==> config.mk <==
export PLATFORM = sky130hd
export DESIGN_NAME = midi_timecode_tracker_core_flat
export DESIGN_NICKNAME = d
export VERILOG_FILES = /design/src/rtl/core/mtc_pkg.sv /design/src/rtl/core/mtc_if.sv /design/src/rtl/core/mtc_cfg.sv /design/src/rtl/core/mtc_track.sv /design/src/rtl/core/midi_timecode_tracker_core.sv /design/src/flat_wrapper.sv
export SDC_FILE = /design/constraint.sdc
export NUM_CORES = 1
export LEC_CHECK = 0
export ABC_AREA = 1
export BUFFER_PORTS_ARGS = -buffer_cell sky130_fd_sc_hd__buf_2
export CAP_MARGIN = 20
export CORE_MARGIN = 2
export CORE_UTILIZATION = 55
export CTS_CLUSTER_SIZE = 10
export DETAILED_ROUTE_END_ITERATION = 16
export GPL_TIMING_DRIVEN = 0
export PLACE_DENSITY = 0.8
export SYNTH_ARGS = -nofsm -noshare
export SYNTH_HDL_FRONTEND = slang
export SYNTH_SLANG_ARGS = --single-unit
==> constraint.sdc <==
create_clock -name clk -period 5.6 [get_ports clk]
set_clock_uncertainty 0.05 [all_clocks]
set_input_delay 0.56 -clock clk [delete_from_list [all_inputs] [get_ports clk]]
set_output_delay 0.56 -clock clk [all_outputs]
set_load 0.005 [all_outputs]
==> src/rtl/core/mtc_pkg.sv <==
// shared types and constants for the midi time code tracker
// no dependencies; every other file of the block but the checker uses this package
package mtc_pkg;

  // field widths
  localparam int FPS_W     = 6;
  localparam int TC_W      = 8;
  localparam int HOURS_W   = 5;
  localparam int RATE_W    = 2;
  localparam int SX_W      = 7;
  localparam int KIND_W    = 2;
  localparam int PART_W    = 3;
  localparam int NIB_W     = 4;
  localparam int NUM_PARTS = 8;
  localparam int NUM_RATES = 4;
  localparam int CFG_IDX_W = 2;

  // item kinds
  typedef enum logic [KIND_W-1:0] {
    KIND_QF   = 2'd0,
    KIND_FULL = 2'd1,
    KIND_TICK = 2'd2
  } kind_t;

  // configuration register indexes
  localparam logic [CFG_IDX_W-1:0] REG_FPS_RATE0 = 2'd0;
  localparam logic [CFG_IDX_W-1:0] REG_FPS_RATE1 = 2'd1;
  localparam logic [CFG_IDX_W-1:0] REG_FPS_RATE2 = 2'd2;
  localparam logic [CFG_IDX_W-1:0] REG_FPS_RATE3 = 2'd3;

  // configuration reset values
  localparam logic [FPS_W-1:0] FPS_RST0 = 6'd24;
  localparam logic [FPS_W-1:0] FPS_RST1 = 6'd25;
  localparam logic [FPS_W-1:0] FPS_RST2 = 6'd30;
  localparam logic [FPS_W-1:0] FPS_RST3 = 6'd30;

  // full-frame header bytes
  localparam logic [SX_W-1:0] SX_DEVICE_ALL = 7'h7F;
  localparam logic [SX_W-1:0] SX_ID_MTC     = 7'h7F;
  localparam logic [SX_W-1:0] SX_ID_FULL    = 7'h01;

  // time code wrap points
  localparam logic [TC_W-1:0]    SEC_WRAP  = 8'd60;
  localparam logic [TC_W-1:0]    MIN_WRAP  = 8'd60;
  localparam logic [TC_W-1:0]    SEC_LAST  = 8'd59;
  localparam logic [TC_W-1:0]    MIN_LAST  = 8'd59;
  localparam logic [HOURS_W-1:0] HOUR_WRAP = 5'd24;
  localparam logic [HOURS_W-1:0] HOUR_LAST = 5'd23;
  localparam logic [PART_W-1:0]  PART_LAST = 3'd7;
  localparam logic [PART_W-1:0]  PART_FIRST = 3'd0;
  localparam logic [TC_W-1:0]    TICK_MAX  = 8'hFF;
  localparam logic [TC_W-1:0]    JUMP_MIN  = 8'd2;

  typedef logic [NUM_RATES-1:0][FPS_W-1:0] fps_tab_t;

  // one input word
  typedef struct packed {
    logic [KIND_W-1:0] func;
    logic [SX_W-1:0]   qf_byte;
    logic [SX_W-1:0]   sx_device;
    logic [SX_W-1:0]   sx_sub_id1;
    logic [SX_W-1:0]   sx_sub_id2;
    logic [SX_W-1:0]   sx_rate_hours;
    logic [SX_W-1:0]   sx_minutes;
    logic [SX_W-1:0]   sx_seconds;
    logic [SX_W-1:0]   sx_frames;
  } in_word_t;

  // one result word
  typedef struct packed {
    logic               update_valid;
    logic [TC_W-1:0]    frames;
    logic [TC_W-1:0]    seconds;
    logic [TC_W-1:0]    minutes;
    logic [HOURS_W-1:0] hours;
    logic [RATE_W-1:0]  rate;
    logic               forward;
    logic               timer_restart;
  } res_t;

endpackage

==> src/rtl/core/mtc_if.sv <==
// valid/ready channel interfaces for the input and result words
// depends on mtc_pkg for the field widths
interface mtc_in_if;
  logic                      valid;
  logic                      ready;
  logic [mtc_pkg::KIND_W-1:0] func;
  logic [mtc_pkg::SX_W-1:0]  qf_byte;
  logic [mtc_pkg::SX_W-1:0]  sx_device;
  logic [mtc_pkg::SX_W-1:0]  sx_sub_id1;
  logic [mtc_pkg::SX_W-1:0]  sx_sub_id2;
  logic [mtc_pkg::SX_W-1:0]  sx_rate_hours;
  logic [mtc_pkg::SX_W-1:0]  sx_minutes;
  logic [mtc_pkg::SX_W-1:0]  sx_seconds;
  logic [mtc_pkg::SX_W-1:0]  sx_frames;

  modport source(output valid, func, qf_byte, sx_device, sx_sub_id1, sx_sub_id2,
                 sx_rate_hours, sx_minutes, sx_seconds, sx_frames,
                 input ready);
  modport sink(input valid, func, qf_byte, sx_device, sx_sub_id1, sx_sub_id2,
               sx_rate_hours, sx_minutes, sx_seconds, sx_frames,
               output ready);
endinterface

interface mtc_out_if;
  logic                         valid;
  logic                         ready;
  logic                         update_valid;
  logic [mtc_pkg::TC_W-1:0]     out_frames;
  logic [mtc_pkg::TC_W-1:0]     out_seconds;
  logic [mtc_pkg::TC_W-1:0]     out_minutes;
  logic [mtc_pkg::HOURS_W-1:0]  out_hours;
  logic [mtc_pkg::RATE_W-1:0]   out_rate;
  logic                         out_forward;
  logic                         timer_restart;

  modport source(output valid, update_valid, out_frames, out_seconds, out_minutes,
                 out_hours, out_rate, out_forward, timer_restart,
                 input ready);
  modport sink(input valid, update_valid, out_frames, out_seconds, out_minutes,
               out_hours, out_rate, out_forward, timer_restart,
               output ready);
endinterface

==> src/rtl/core/mtc_cfg.sv <==
// frames-per-second registers, one per rate type
// depends on mtc_pkg
module mtc_cfg (
  input  logic                          clk,
  input  logic                          rst_n,
  input  logic                          cfg_we,
  input  logic [mtc_pkg::CFG_IDX_W-1:0] cfg_index,
  input  logic [mtc_pkg::FPS_W-1:0]     cfg_wdata,
  output mtc_pkg::fps_tab_t             fps_tab
);
  import mtc_pkg::*;

  fps_tab_t fps_r;
  fps_tab_t fps_nxt;

  // register write decode
  always_comb begin
    fps_nxt = fps_r;
    if (cfg_we) begin
      unique case (cfg_index)
        REG_FPS_RATE0: fps_nxt[0] = cfg_wdata;
        REG_FPS_RATE1: fps_nxt[1] = cfg_wdata;
        REG_FPS_RATE2: fps_nxt[2] = cfg_wdata;
        REG_FPS_RATE3: fps_nxt[3] = cfg_wdata;
        default:       fps_nxt = fps_r;
      endcase
    end
  end

  always_ff @(posedge clk) begin
    if (!rst_n) begin
      fps_r[0] <= FPS_RST0;
      fps_r[1] <= FPS_RST1;
      fps_r[2] <= FPS_RST2;
      fps_r[3] <= FPS_RST3;
    end else begin
      fps_r <= fps_nxt;
    end
  end

  assign fps_tab = fps_r;

endmodule

==> src/rtl/core/mtc_track.sv <==
// time code state and the per-word update: quarter frames, full frames, ticks
// depends on mtc_pkg; the state advances when fire is high
module mtc_track (
  input  logic              clk,
  input  logic              rst_n,
  input  logic              fire,
  input  mtc_pkg::in_word_t word,
  input  mtc_pkg::fps_tab_t fps_tab,
  output mtc_pkg::res_t     res
);
  import mtc_pkg::*;

  // state
  logic [NUM_PARTS-1:0][NIB_W-1:0] nib_r, nib_nxt;
  logic [PART_W-1:0]  last_part_r, last_part_nxt;
  logic               forward_r, forward_nxt;
  logic [TC_W-1:0]    frames_r, frames_nxt;
  logic [TC_W-1:0]    seconds_r, seconds_nxt;
  logic [TC_W-1:0]    minutes_r, minutes_nxt;
  logic [HOURS_W-1:0] hours_r, hours_nxt;
  logic [RATE_W-1:0]  rate_r, rate_nxt;
  logic [TC_W-1:0]    prior_r, prior_nxt;
  logic [TC_W-1:0]    jump_r, jump_nxt;
  logic [TC_W-1:0]    ticks_r, ticks_nxt;

  // quarter-frame decode
  logic [PART_W-1:0]  qf_part;
  logic [NIB_W-1:0]   qf_nib;
  logic [NUM_PARTS-1:0][NIB_W-1:0] qf_nibs;
  logic               qf_fwd;
  logic               qf_boundary;
  logic [TC_W-1:0]    asm_frames, asm_seconds, asm_minutes;
  logic [HOURS_W-1:0] asm_hours;
  logic [RATE_W-1:0]  asm_rate;
  logic [TC_W-1:0]    asm_diff;
  logic [TC_W-1:0]    asm_jump;
  logic [FPS_W-1:0]   asm_fps;

  // tick step
  logic [FPS_W-1:0]   tk_fps;
  logic [TC_W-1:0]    tk_fps8;
  logic [TC_W-1:0]    fr_inc, sec_inc, min_inc;
  logic [HOURS_W-1:0] hr_inc;
  logic [TC_W-1:0]    fw_frames, fw_seconds, fw_minutes;
  logic [HOURS_W-1:0] fw_hours;
  logic [TC_W-1:0]    rv_frames, rv_seconds, rv_minutes;
  logic [HOURS_W-1:0] rv_hours;

  logic               sx_ok;
  logic               upd;
  logic               restart;

  // quarter frame: store nibble, learn direction, assemble at the boundary
  always_comb begin
    qf_part = word.qf_byte[6:4];
    qf_nib  = word.qf_byte[3:0];
    qf_nibs = nib_r;
    qf_nibs[qf_part] = qf_nib;
    if (qf_part != PART_LAST && last_part_r != PART_LAST) begin
      qf_fwd = last_part_r < qf_part;
    end else begin
      qf_fwd = forward_r;
    end
    qf_boundary = (qf_fwd && qf_part == PART_LAST) || (!qf_fwd && qf_part == PART_FIRST);
    asm_frames  = {qf_nibs[1], qf_nibs[0]};
    asm_seconds = {qf_nibs[3], qf_nibs[2]};
    asm_minutes = {qf_nibs[5], qf_nibs[4]};
    asm_hours   = {qf_nibs[7][0], qf_nibs[6]};
    asm_rate    = qf_nibs[7][2:1];
    asm_diff    = (asm_frames < prior_r) ? (prior_r - asm_frames) : (asm_frames - prior_r);
    asm_fps     = fps_tab[asm_rate];
    if (({1'b0, asm_diff} + 9'd2) >= {3'b000, asm_fps}) begin
      asm_jump = JUMP_MIN;
    end else begin
      asm_jump = asm_diff;
    end
  end

  // one frame forward with carry, one frame back with borrow
  always_comb begin
    tk_fps  = fps_tab[rate_r];
    tk_fps8 = {2'b00, tk_fps};
    fr_inc  = frames_r + 8'd1;
    sec_inc = seconds_r + 8'd1;
    min_inc = minutes_r + 8'd1;
    hr_inc  = hours_r + 5'd1;

    fw_frames  = fr_inc;
    fw_seconds = seconds_r;
    fw_minutes = minutes_r;
    fw_hours   = hours_r;
    if (fr_inc == tk_fps8) begin
      fw_frames  = '0;
      fw_seconds = sec_inc;
      if (sec_inc == SEC_WRAP) begin
        fw_seconds = '0;
        fw_minutes = min_inc;
        if (min_inc == MIN_WRAP) begin
          fw_minutes = '0;
          fw_hours   = (hr_inc == HOUR_WRAP) ? '0 : hr_inc;
        end
      end
    end

    rv_frames  = frames_r - 8'd1;
    rv_seconds = seconds_r;
    rv_minutes = minutes_r;
    rv_hours   = hours_r;
    if (frames_r == '0) begin
      rv_frames  = tk_fps8 - 8'd1;
      rv_seconds = seconds_r - 8'd1;
      if (seconds_r == '0) begin
        rv_seconds = SEC_LAST;
        rv_minutes = minutes_r - 8'd1;
        if (minutes_r == '0) begin
          rv_minutes = MIN_LAST;
          rv_hours   = (hours_r == '0) ? HOUR_LAST : (hours_r - 5'd1);
        end
      end
    end
  end

  assign sx_ok = word.sx_device == SX_DEVICE_ALL && word.sx_sub_id1 == SX_ID_MTC &&
                 word.sx_sub_id2 == SX_ID_FULL;

  // next state by item kind
  always_comb begin
    nib_nxt       = nib_r;
    last_part_nxt = last_part_r;
    forward_nxt   = forward_r;
    frames_nxt    = frames_r;
    seconds_nxt   = seconds_r;
    minutes_nxt   = minutes_r;
    hours_nxt     = hours_r;
    rate_nxt      = rate_r;
    prior_nxt     = prior_r;
    jump_nxt      = jump_r;
    ticks_nxt     = ticks_r;
    upd           = 1'b0;
    restart       = 1'b0;
    unique case (word.func)
      KIND_QF: begin
        nib_nxt       = qf_nibs;
        forward_nxt   = qf_fwd;
        last_part_nxt = qf_part;
        if (qf_boundary) begin
          frames_nxt  = asm_frames;
          seconds_nxt = asm_seconds;
          minutes_nxt = asm_minutes;
          hours_nxt   = asm_hours;
          rate_nxt    = asm_rate;
          prior_nxt   = asm_frames;
          jump_nxt    = asm_jump;
          upd         = ticks_r < asm_jump;
          restart     = 1'b1;
          ticks_nxt   = '0;
        end
      end
      KIND_FULL: begin
        if (sx_ok) begin
          frames_nxt  = {1'b0, word.sx_frames};
          seconds_nxt = {1'b0, word.sx_seconds};
          minutes_nxt = {1'b0, word.sx_minutes};
          hours_nxt   = word.sx_rate_hours[4:0];
          rate_nxt    = word.sx_rate_hours[6:5];
          upd         = 1'b1;
          ticks_nxt   = '0;
        end
      end
      KIND_TICK: begin
        if (ticks_r != TICK_MAX) begin
          ticks_nxt = ticks_r + 8'd1;
        end
        if (forward_r) begin
          frames_nxt  = fw_frames;
          seconds_nxt = fw_seconds;
          minutes_nxt = fw_minutes;
          hours_nxt   = fw_hours;
        end else begin
          frames_nxt  = rv_frames;
          seconds_nxt = rv_seconds;
          minutes_nxt = rv_minutes;
          hours_nxt   = rv_hours;
        end
        upd = 1'b1;
        if (jump_r == JUMP_MIN) begin
          jump_nxt = '0;
          restart  = 1'b1;
        end
      end
      default: begin
        upd = 1'b0;
      end
    endcase
  end

  always_ff @(posedge clk) begin
    if (!rst_n) begin
      nib_r       <= '0;
      last_part_r <= '0;
      forward_r   <= 1'b0;
      frames_r    <= '0;
      seconds_r   <= '0;
      minutes_r   <= '0;
      hours_r     <= '0;
      rate_r      <= '0;
      prior_r     <= '0;
      jump_r      <= '0;
      ticks_r     <= '0;
    end else if (fire) begin
      nib_r       <= nib_nxt;
      last_part_r <= last_part_nxt;
      forward_r   <= forward_nxt;
      frames_r    <= frames_nxt;
      seconds_r   <= seconds_nxt;
      minutes_r   <= minutes_nxt;
      hours_r     <= hours_nxt;
      rate_r      <= rate_nxt;
      prior_r     <= prior_nxt;
      jump_r      <= jump_nxt;
      ticks_r     <= ticks_nxt;
    end
  end

  // result shows the state after this word
  always_comb begin
    res.update_valid  = upd;
    res.frames        = frames_nxt;
    res.seconds       = seconds_nxt;
    res.minutes       = minutes_nxt;
    res.hours         = hours_nxt;
    res.rate          = rate_nxt;
    res.forward       = forward_nxt;
    res.timer_restart = restart;
  end

endmodule

==> src/rtl/core/midi_timecode_tracker_core.sv <==
// MIDI time code tracker: follows quarter frames, full-frame messages and frame ticks and
// reports the current time after every word. A taken word waits in the input register and
// is decoded into the result register once that is free; the block takes one word every
// cycle while the receiver does not stall. The only loop is the time code state, updated
// as a word is decoded. The four frames-per-second registers (indexes 0 to 3) are written
// through the cfg_ port; the user must write them only while no word is in flight, which
// the block itself does not enforce. Depends on mtc_pkg, mtc_if, mtc_cfg and mtc_track.
module midi_timecode_tracker_core (
  input  logic                          clk,
  input  logic                          rst_n,
  mtc_in_if.sink                        in_ch,
  mtc_out_if.source                     out_ch,
  input  logic                          cfg_we,
  input  logic [mtc_pkg::CFG_IDX_W-1:0] cfg_index,
  input  logic [mtc_pkg::FPS_W-1:0]     cfg_wdata
);
  import mtc_pkg::*;

  fps_tab_t fps_tab;
  in_word_t in_word;
  in_word_t in_word_r;
  logic     in_valid_r, in_valid_nxt;
  res_t     res;
  res_t     out_res_r;
  logic     out_valid_r, out_valid_nxt;
  logic     out_free;
  logic     in_acc;
  logic     fire;

  // handshake: input register moves into the result register when that frees up
  assign out_free     = !out_valid_r || out_ch.ready;
  assign fire         = in_valid_r && out_free;
  assign in_ch.ready  = !in_valid_r || out_free;
  assign in_acc       = in_ch.valid && in_ch.ready;

  always_comb begin
    in_word.func          = in_ch.func;
    in_word.qf_byte       = in_ch.qf_byte;
    in_word.sx_device     = in_ch.sx_device;
    in_word.sx_sub_id1    = in_ch.sx_sub_id1;
    in_word.sx_sub_id2    = in_ch.sx_sub_id2;
    in_word.sx_rate_hours = in_ch.sx_rate_hours;
    in_word.sx_minutes    = in_ch.sx_minutes;
    in_word.sx_seconds    = in_ch.sx_seconds;
    in_word.sx_frames     = in_ch.sx_frames;
  end

  always_comb begin
    in_valid_nxt  = in_acc ? 1'b1 : (fire ? 1'b0 : in_valid_r);
    out_valid_nxt = fire ? 1'b1 : (out_ch.ready ? 1'b0 : out_valid_r);
  end

  // valid flags
  always_ff @(posedge clk) begin
    if (!rst_n) begin
      in_valid_r  <= 1'b0;
      out_valid_r <= 1'b0;
    end else begin
      in_valid_r  <= in_valid_nxt;
      out_valid_r <= out_valid_nxt;
    end
  end

  // payload registers
  always_ff @(posedge clk) begin
    if (in_acc) begin
      in_word_r <= in_word;
    end
    if (fire) begin
      out_res_r <= res;
    end
  end

  mtc_cfg u_cfg (
    .clk       (clk),
    .rst_n     (rst_n),
    .cfg_we    (cfg_we),
    .cfg_index (cfg_index),
    .cfg_wdata (cfg_wdata),
    .fps_tab   (fps_tab)
  );

  mtc_track u_track (
    .clk     (clk),
    .rst_n   (rst_n),
    .fire    (fire),
    .word    (in_word_r),
    .fps_tab (fps_tab),
    .res     (res)
  );

  // result port
  assign out_ch.valid         = out_valid_r;
  assign out_ch.update_valid  = out_res_r.update_valid;
  assign out_ch.out_frames    = out_res_r.frames;
  assign out_ch.out_seconds   = out_res_r.seconds;
  assign out_ch.out_minutes   = out_res_r.minutes;
  assign out_ch.out_hours     = out_res_r.hours;
  assign out_ch.out_rate      = out_res_r.rate;
  assign out_ch.out_forward   = out_res_r.forward;
  assign out_ch.timer_restart = out_res_r.timer_restart;

endmodule

==> src/flat_wrapper.sv <==
// flat-port wrapper written by rule: the top's interface ports become plain ports
module midi_timecode_tracker_core_flat import mtc_pkg::*;
  (clk, rst_n, cfg_we, cfg_index, cfg_wdata, in_ch_valid, in_ch_func, in_ch_qf_byte, in_ch_sx_device, in_ch_sx_sub_id1, in_ch_sx_sub_id2, in_ch_sx_rate_hours, in_ch_sx_minutes, in_ch_sx_seconds, in_ch_sx_frames, in_ch_ready, out_ch_valid, out_ch_update_valid, out_ch_out_frames, out_ch_out_seconds, out_ch_out_minutes, out_ch_out_hours, out_ch_out_rate, out_ch_out_forward, out_ch_timer_restart, out_ch_ready);
  mtc_in_if in_ch_i ();
  mtc_out_if out_ch_i ();
  input  logic clk;
  input  logic rst_n;
  input  logic cfg_we;
  input  logic [mtc_pkg::CFG_IDX_W-1:0] cfg_index;
  input  logic [mtc_pkg::FPS_W-1:0] cfg_wdata;
  input wire logic [$bits(in_ch_i.valid)-1:0] in_ch_valid;
  input wire logic [$bits(in_ch_i.func)-1:0] in_ch_func;
  input wire logic [$bits(in_ch_i.qf_byte)-1:0] in_ch_qf_byte;
  input wire logic [$bits(in_ch_i.sx_device)-1:0] in_ch_sx_device;
  input wire logic [$bits(in_ch_i.sx_sub_id1)-1:0] in_ch_sx_sub_id1;
  input wire logic [$bits(in_ch_i.sx_sub_id2)-1:0] in_ch_sx_sub_id2;
  input wire logic [$bits(in_ch_i.sx_rate_hours)-1:0] in_ch_sx_rate_hours;
  input wire logic [$bits(in_ch_i.sx_minutes)-1:0] in_ch_sx_minutes;
  input wire logic [$bits(in_ch_i.sx_seconds)-1:0] in_ch_sx_seconds;
  input wire logic [$bits(in_ch_i.sx_frames)-1:0] in_ch_sx_frames;
  output wire logic [$bits(in_ch_i.ready)-1:0] in_ch_ready;
  output wire logic [$bits(out_ch_i.valid)-1:0] out_ch_valid;
  output wire logic [$bits(out_ch_i.update_valid)-1:0] out_ch_update_valid;
  output wire logic [$bits(out_ch_i.out_frames)-1:0] out_ch_out_frames;
  output wire logic [$bits(out_ch_i.out_seconds)-1:0] out_ch_out_seconds;
  output wire logic [$bits(out_ch_i.out_minutes)-1:0] out_ch_out_minutes;
  output wire logic [$bits(out_ch_i.out_hours)-1:0] out_ch_out_hours;
  output wire logic [$bits(out_ch_i.out_rate)-1:0] out_ch_out_rate;
  output wire logic [$bits(out_ch_i.out_forward)-1:0] out_ch_out_forward;
  output wire logic [$bits(out_ch_i.timer_restart)-1:0] out_ch_timer_restart;
  input wire logic [$bits(out_ch_i.ready)-1:0] out_ch_ready;
  assign in_ch_i.valid = in_ch_valid;
  assign in_ch_i.func = in_ch_func;
  assign in_ch_i.qf_byte = in_ch_qf_byte;
  assign in_ch_i.sx_device = in_ch_sx_device;
  assign in_ch_i.sx_sub_id1 = in_ch_sx_sub_id1;
  assign in_ch_i.sx_sub_id2 = in_ch_sx_sub_id2;
  assign in_ch_i.sx_rate_hours = in_ch_sx_rate_hours;
  assign in_ch_i.sx_minutes = in_ch_sx_minutes;
  assign in_ch_i.sx_seconds = in_ch_sx_seconds;
  assign in_ch_i.sx_frames = in_ch_sx_frames;
  assign in_ch_ready = in_ch_i.ready;
  assign out_ch_valid = out_ch_i.valid;
  assign out_ch_update_valid = out_ch_i.update_valid;
  assign out_ch_out_frames = out_ch_i.out_frames;
  assign out_ch_out_seconds = out_ch_i.out_seconds;
  assign out_ch_out_minutes = out_ch_i.out_minutes;
  assign out_ch_out_hours = out_ch_i.out_hours;
  assign out_ch_out_rate = out_ch_i.out_rate;
  assign out_ch_out_forward = out_ch_i.out_forward;
  assign out_ch_timer_restart = out_ch_i.timer_restart;
  assign out_ch_i.ready = out_ch_ready;
  midi_timecode_tracker_core u_core (.clk(clk), .rst_n(rst_n), .in_ch(in_ch_i), .out_ch(out_ch_i), .cfg_we(cfg_we), .cfg_index(cfg_index), .cfg_wdata(cfg_wdata));
endmodule
==> flow_metrics.tcl, run 1 <==
set metrics [dict create \
    cp.arrival_ns 5.58 \
    setup_violations 0 \
    r2r_cells 34 \
    hold_depth 1 \
    coreArea_sq_mm 0.0210 \
    grt_pass1_vias 10464 \
    crit_type "reg2reg" \
    tritoncts "done" \
    synth_edf_count 92 \
    final_common_cell "nand2_1" \
    cap_violations 0 \
    worstPathRequired_ns 5.95 \
    async_reset_ff_share_pct 0 \
    firstDrtPassIters 6 \
    grt_pass1_wl_mm 56.0 \
    nets 1793 \
    synth_flop_cell "dfxtp_1" \
    fin_util_pct 64.7 \
    netlist_area_sq_mm 0.0118 \
    ys_warn_count 0 \
    fin_worst_hold_slack_ns 0.147 \
    synthesis.nets 1653 \
    max_stage_delay_ns 0.45 \
    multi_input_area_sq_mm 0.00570 \
    whs_endpoint "u_core.in_word_r[12]" \
    antenna_found_initial 1 \
    hold_path.class "in2reg" \
    fin_crit_sh_pct 93.4 \
    worst_slack_ns 0.372 \
    hp-start "in_ch_sx_seconds[5]" \
    cts_sinks 208 \
    grt_max_degree 49 \
    areaGrowthSynthToFinish_pct 15.5 \
    outcome "completed" \
    overflow 0 \
    vdd_drop_max_v 0.000264 \
    critPathLaunchType "flip-flop" \
    gp_congestion 0.988 \
    period_needed_ns 5.23 \
    num_rows 53 \
    diodes 0 \
    vias 11628 \
    ant_nets 0 \
    drive_gt1_share_pct 13.0 \
    relSlewSlack_pct 39.3 \
    dieArea_sq_mm 0.0226 \
    hold_buffers 0 \
    cts_buffers 26 \
    ys_seq_area_share_pct 43.2 \
    place_hpwl_mm 26.6 \
    clkLatencyLatePin_ns 0.53 \
    remaining_drc_errors 0 \
    avgViaCountPerCell 5.88 \
    seqCellArea_sq_mm 0.00508 \
    portBuffers 106 \
    end_kind "flip-flop" \
    io_pins 107 \
    fillCellCount 1800 \
    r2r_start "u_core.in_word_r[55]" \
    root_buffer "clkbuf_16" \
    yosysUniqueCellTypes 55 \
    clk_path_buf_depth 3 \
    drt_iter0_markers 1177 \
    syn_inst 1541 \
    synth_area_per_cell_sq_um 7.65 \
    wire_per_inst_microns 18.6 \
    layout_common_cells "nand2_1, inv_1, o21ai_0, a21oi_1" \
    crit_top_cell "nand2_1" \
    track_usage_pct 32.1 \
    crit_path_top_delay_cell "edfxtp_1" \
    worstReg2RegEnd "u_core.out_ch.update_valid" \
    dp_slack_ns -0.443 \
    clock.fmax_ghz 0.191 \
    worst_slew_pin_slew_ns 0.910 \
    worstPathMaxFanout 10 \
    synth_seq_cells 208 \
    die_height_microns 150 \
    final_hold_viol_count 0 \
    powerDensity_mw_per_mm2 302 \
    die_width_microns 150 \
    finalMaxSlewViolations 0 \
    totalWireLength_mm 36.7 \
    r2r_slack_ns 0.37 \
    leakagePower_uw 0.00583 \
    initial_core_util_pct 56.0 \
    clkTransAtPathRegs_ns 0.06 \
    h-tree-depth 1 \
]
==> worst max-delay path, delay by kind of cell (launching register included) <==
family          cells  cell delay (ns)
simple gates       15             1.47
fa+ha+maj           5             1.41
compound gates      7             1.00
buf+inv             6             0.56
flops               1             0.45
xor+xnor            1             0.15
==> cells by family after synthesis <==
group | count (synthesis) | synth area share [%]
other | 1 | 0.0318
XOR/XNOR | 37 | 2.75
AO/OA/AOI/OAI | 392 | 18.4
AND/OR/NAND/NOR | 592 | 22.2
flip-flops | 208 | 43.2
adder cells (fa/ha/maj) | 41 | 4.42
buffers and inverters | 270 | 9.02
==> synthesized netlist by cell type, drive strengths merged (2+ instances only) <==
cell type  instances  area share (%)
o31ai              6            0.38
nand4             28             1.5
o211ai            23             1.5
or2                8            0.45
nand3b             4            0.25
ha                40             4.2
nor2             108             3.7
edfxtp            92              23
nor4               6            0.32
o311ai             3            0.22
a221oi             6            0.45
nand3            102             4.5
clkbuf            40             1.3
o22ai              2            0.11
o21bai             2            0.13
nand2            307             9.9
a31oi              9            0.48
o2111ai            5            0.37
a211oi             6            0.38
o221ai             2            0.15
o21ai            187             8.0
nor3              26             1.4
xor2              33             2.5
a21oi            136             5.8
inv              205             6.5
xnor2              4            0.30
dfxtp            116              20
clkinv             5            0.16
a32oi              3            0.38
buf               20             1.0
==> how the worst max path moves through the flow <==
| stage | startpoint | to | slack, ns |
|---|---|---|---|
| after floorplan | u_core.in_word_r[54] | u_core.out_ch.update_valid | 0.75 |
| after global placement | u_core.in_word_r[54] | u_core.out_ch.update_valid | -0.38 |
| after detailed placement | u_core.in_word_r[54] | u_core.out_ch.update_valid | -0.44 |
| after CTS | u_core.in_word_r[54] | u_core.out_ch.update_valid | 0.01 |
| after global routing | u_core.in_word_r[55] | u_core.out_ch.update_valid | -0.03 |
| final | u_core.in_word_r[55] | u_core.out_ch.update_valid | 0.37 |
==> layer usage <==
layer	share of wire, %	vias to the layer above	GRT usage (%)	wire, microns
li1	-	5513	-	-
met1	41	5334	45.1	15000
met2	43	676	48.3	15700
met3	12	103	6.33	4490
met4	4.1	2	13.5	1500
met5	0.035	-	0	13
==> report_power, final <==
group,switching [uW],internal [uW]
Clock,621,923
Combinational,562,276
Sequential,48.1,1680
==> registers in the layout (all words and copies together) (netlist names), 8 cells and up <==
signal and flops:
u_core.in_word_r 58, u_core.out_ch.out_frames 8, u_core.out_ch.out_minutes 8, u_core.out_ch.out_seconds 8
u_core.u_cfg.fps_tab 24, u_core.u_track.frames_r 8, u_core.u_track.jump_r 8, u_core.u_track.minutes_r 8
u_core.u_track.nib_r 31, u_core.u_track.prior_r 8, u_core.u_track.seconds_r 8, u_core.u_track.ticks_r 8
==> per-stage QoR <==
stage / area (sq um) / instances / total power [uW] / TNS [ns]
after floorplan: 11800 / 1541 / 2290 / 0
after global placement: 12700 / 1922 / 2520 / -0.375
after detailed placement: 12700 / 1924 / 2540 / -0.443
after CTS: 13500 / 1975 / 4080 / 0
after global routing: 13600 / 1976 / 4280 / -0.0333
final: 13600 / 1976 / 4110 / 0
==> cell type report <==
cell class | instances | area share (%)
inverter | 210 | 5.80
sequential | 208 | 37.4
clock inverter | 5 | 0.166
tap | 275 | 2.53
buffer | 59 | 2.04
timing repair buffer | 113 | 4.53
multi-input combinational | 1063 | 41.9
clock buffer | 43 | 5.63
==> what timing repair did <==
action,in CTS,in global routing
gates resized for setup,5,22
hold endpoints to repair,0,0
buffers inserted,3,2
pin swaps,0,4
endpoints found under the setup margin,1,1
(Power assumes the default switching activity.)
==> run 2, diff against run 1 <==
- CORE_ASPECT_RATIO: not set -> 1.5
==> run 2 against run 1 <==
  * Largest cell class unchanged
  * Cell count shrank 0.40%
  * Register-to-register slack is essentially flat
  * Sequential share of layout area grew 0.19 points
  * Sequential cell count is the same
  * Hold slack gained 0.0089 ns
  * Critical path depth shrank 4
  * Highest routed layer is now met4
==> flow_metrics.tcl, run 2 (synthesis results as in run 1) <==
set metrics [dict create \
    hold_path.class "in2reg" \
    die_height_microns 183 \
    r2r_cells 30 \
    largest_reg_flops 58 \
    power_switching_share_pct 30.3 \
    power.internal_uw 2810 \
    track_usage_pct 33.0 \
    overflow 0 \
    vdd_drop_max_v 0.000288 \
    combPwrFrac_pct 20.8 \
    max_stage_delay_ns 0.43 \
    worst_slew_pin_slew_ns 0.923 \
    drive_gt1_share_pct 12.6 \
    critPathLaunchType "flip-flop" \
    dp_slack_ns -0.624 \
    outcome "completed" \
    grt_max_degree 50 \
    clk_path_buf_depth 3 \
    power_switching_uw 1220 \
    worstReg2RegEnd "u_core.out_ch.update_valid" \
    clock.fmax_ghz 0.191 \
    end_kind "flip-flop" \
    h-tree-depth 1 \
    cts_sinks 208 \
    seqCellArea_sq_mm 0.00508 \
    diodes 0 \
    worstPathRequired_ns 5.93 \
    r2r_slack_ns 0.36 \
    worst_slack_ns 0.358 \
    p_seq_share_pct 42.7 \
    crit_type "reg2reg" \
    dr_wl_met2_mm 18.7 \
    dr.max_layer_used "met4" \
    num_rows 65 \
    dp_cells 1917 \
    met1_length_mm 13.3 \
    endpoint "u_core.out_ch.update_valid" \
    cp-startpoint "u_core.in_word_r[55]" \
    wl_met3_mm 2.96 \
    grt_pass1_wl_mm 58.0 \
    antenna_found_initial 0 \
    remaining_drc_errors 0 \
    worstPathMaxFanout 7 \
    nets 1794 \
    coreArea_sq_mm 0.0211 \
    fin_crit_sh_pct 93.6 \
    io_pins 107 \
    crit_path_top_delay_cell "edfxtp_1" \
    cap_violations 0 \
    relSlewSlack_pct 38.5 \
    place_hpwl_mm 28.3 \
    cp.arrival_ns 5.58 \
    firstDrtPassIters 8 \
    portBuffers 106 \
    r2r_start "u_core.in_word_r[55]" \
    dieArea_sq_mm 0.0226 \
    period_needed_ns 5.24 \
    regMostFlops "u_core.in_word_r" \
    cts_buffers 25 \
    clkLatencyLatePin_ns 0.53 \
    leakagePower_uw 0.00580 \
    gp_congestion 0.972 \
    multi_input_area_sq_mm 0.00569 \
    root_buffer "clkbuf_16" \
    final_cells 1968 \
    grt_pass1_vias 11347 \
    final_hold_viol_count 0 \
    vias 11839 \
    drt_iter0_markers 1412 \
    initial_core_util_pct 55.9 \
    avgViaCountPerCell 6.02 \
    powerDensity_mw_per_mm2 298 \
    setup_violations 0 \
    clkTransAtPathRegs_ns 0.06 \
    hold_buffers 0 \
    areaGrowthSynthToFinish_pct 14.9 \
    finalMaxSlewViolations 0 \
    layout_common_cells "nand2_1, inv_1, o21ai_0, a21oi_1" \
    fillCellCount 1831 \
    ant_nets 0 \
    crit_top_cell "nand2_1" \
    wire_per_inst_microns 19.1 \
    pwr-share-clk_pct 36.5 \
    tritoncts "done" \
    die_width_microns 124 \
    totalWireLength_mm 37.5 \
    final_common_cell "nand2_1" \
]
## run 2: changes by cell type in the layout (fill, tap and decap cells not counted), moves of 2 or more
cell       before  now
buf_4           6    8
clkbuf_1       50   53
inv_6           0    2
clkbuf_16      27   25
clkinv_1        7    5
clkinv_2        3    0
## run 2: worst min path at each step
| stage | from | cells past startpoint | endpoint | slack (ns) |
|---|---|---|---|---|
| after floorplan | u_core.u_track.jump_r[7] | 2 | u_core.u_track.jump_r[7] | 0.37 |
| final | in_ch_sx_seconds[6] | 1 | u_core.in_word_r[13] | 0.16 |
| after global routing | in_ch_sx_frames[6] | 1 | u_core.in_word_r[6] | 0.15 |
| after global placement | u_core.u_track.jump_r[7] | 2 | u_core.u_track.jump_r[7] | 0.38 |
| after detailed placement | u_core.u_track.jump_r[7] | 2 | u_core.u_track.jump_r[7] | 0.38 |
| after CTS | in_ch_sx_frames[6] | 1 | u_core.in_word_r[6] | 0.15 |
## run 2: power groups by stage
stage               registers (uW)  clock network (uW)  logic, uW
finish                        1720                1470        838
global route                  1730                1540        929
CTS                           1720                1480        802
detailed placement            1750                   0        792
global placement              1750                   0        770
floorplan                     1740                   0        553
## run 2: area by class of cell
class	instances	share of cell area, %
multi-input combinational	1063	42.1
timing repair buffer	115	4.60
inverter	210	5.83
tap	268	2.48
buffer	59	2.05
clock inverter	2	0.129
sequential	208	37.6
clock buffer	43	5.27
## run 2: through the flow
step                      total power [uW]  hold slack, ns  cell area (sq um)  util [%]  TNS [ns]
after global placement                2520           0.381              12600      60.0    -0.552
after global routing                  4200           0.146              13500      64.2   -0.0714
after CTS                             4000           0.151              13500      63.9         0
final                                 4030           0.156              13500      64.2         0
after detailed placement              2540           0.385              12700      60.2    -0.624
after floorplan                       2290           0.369              11800         -         0
## run 2: what timing repair did
| item | CTS | global route |
|---|---|---|
| endpoints found under the hold margin | 0 | 0 |
| resized for setup | 5 | 18 |
| setup buffers | 3 | 4 |
| pin swaps | 0 | 7 |
| setup endpoints to repair | 1 | 1 |
## run 2: layer usage
layer	track usage (%)	up-vias
met4	20.6	0
met3	5.41	167
li1	-	5508
met2	57.6	609
met1	36.8	5555
met5	0	-
## run 2: worst max-delay path: cells and delay by family (launching register included)
family	cells	cell delay (ns)
flops	1	0.43
simple gates	15	1.64
buf+inv	3	0.27
fa+ha+maj	3	0.91
compound gates	9	1.79
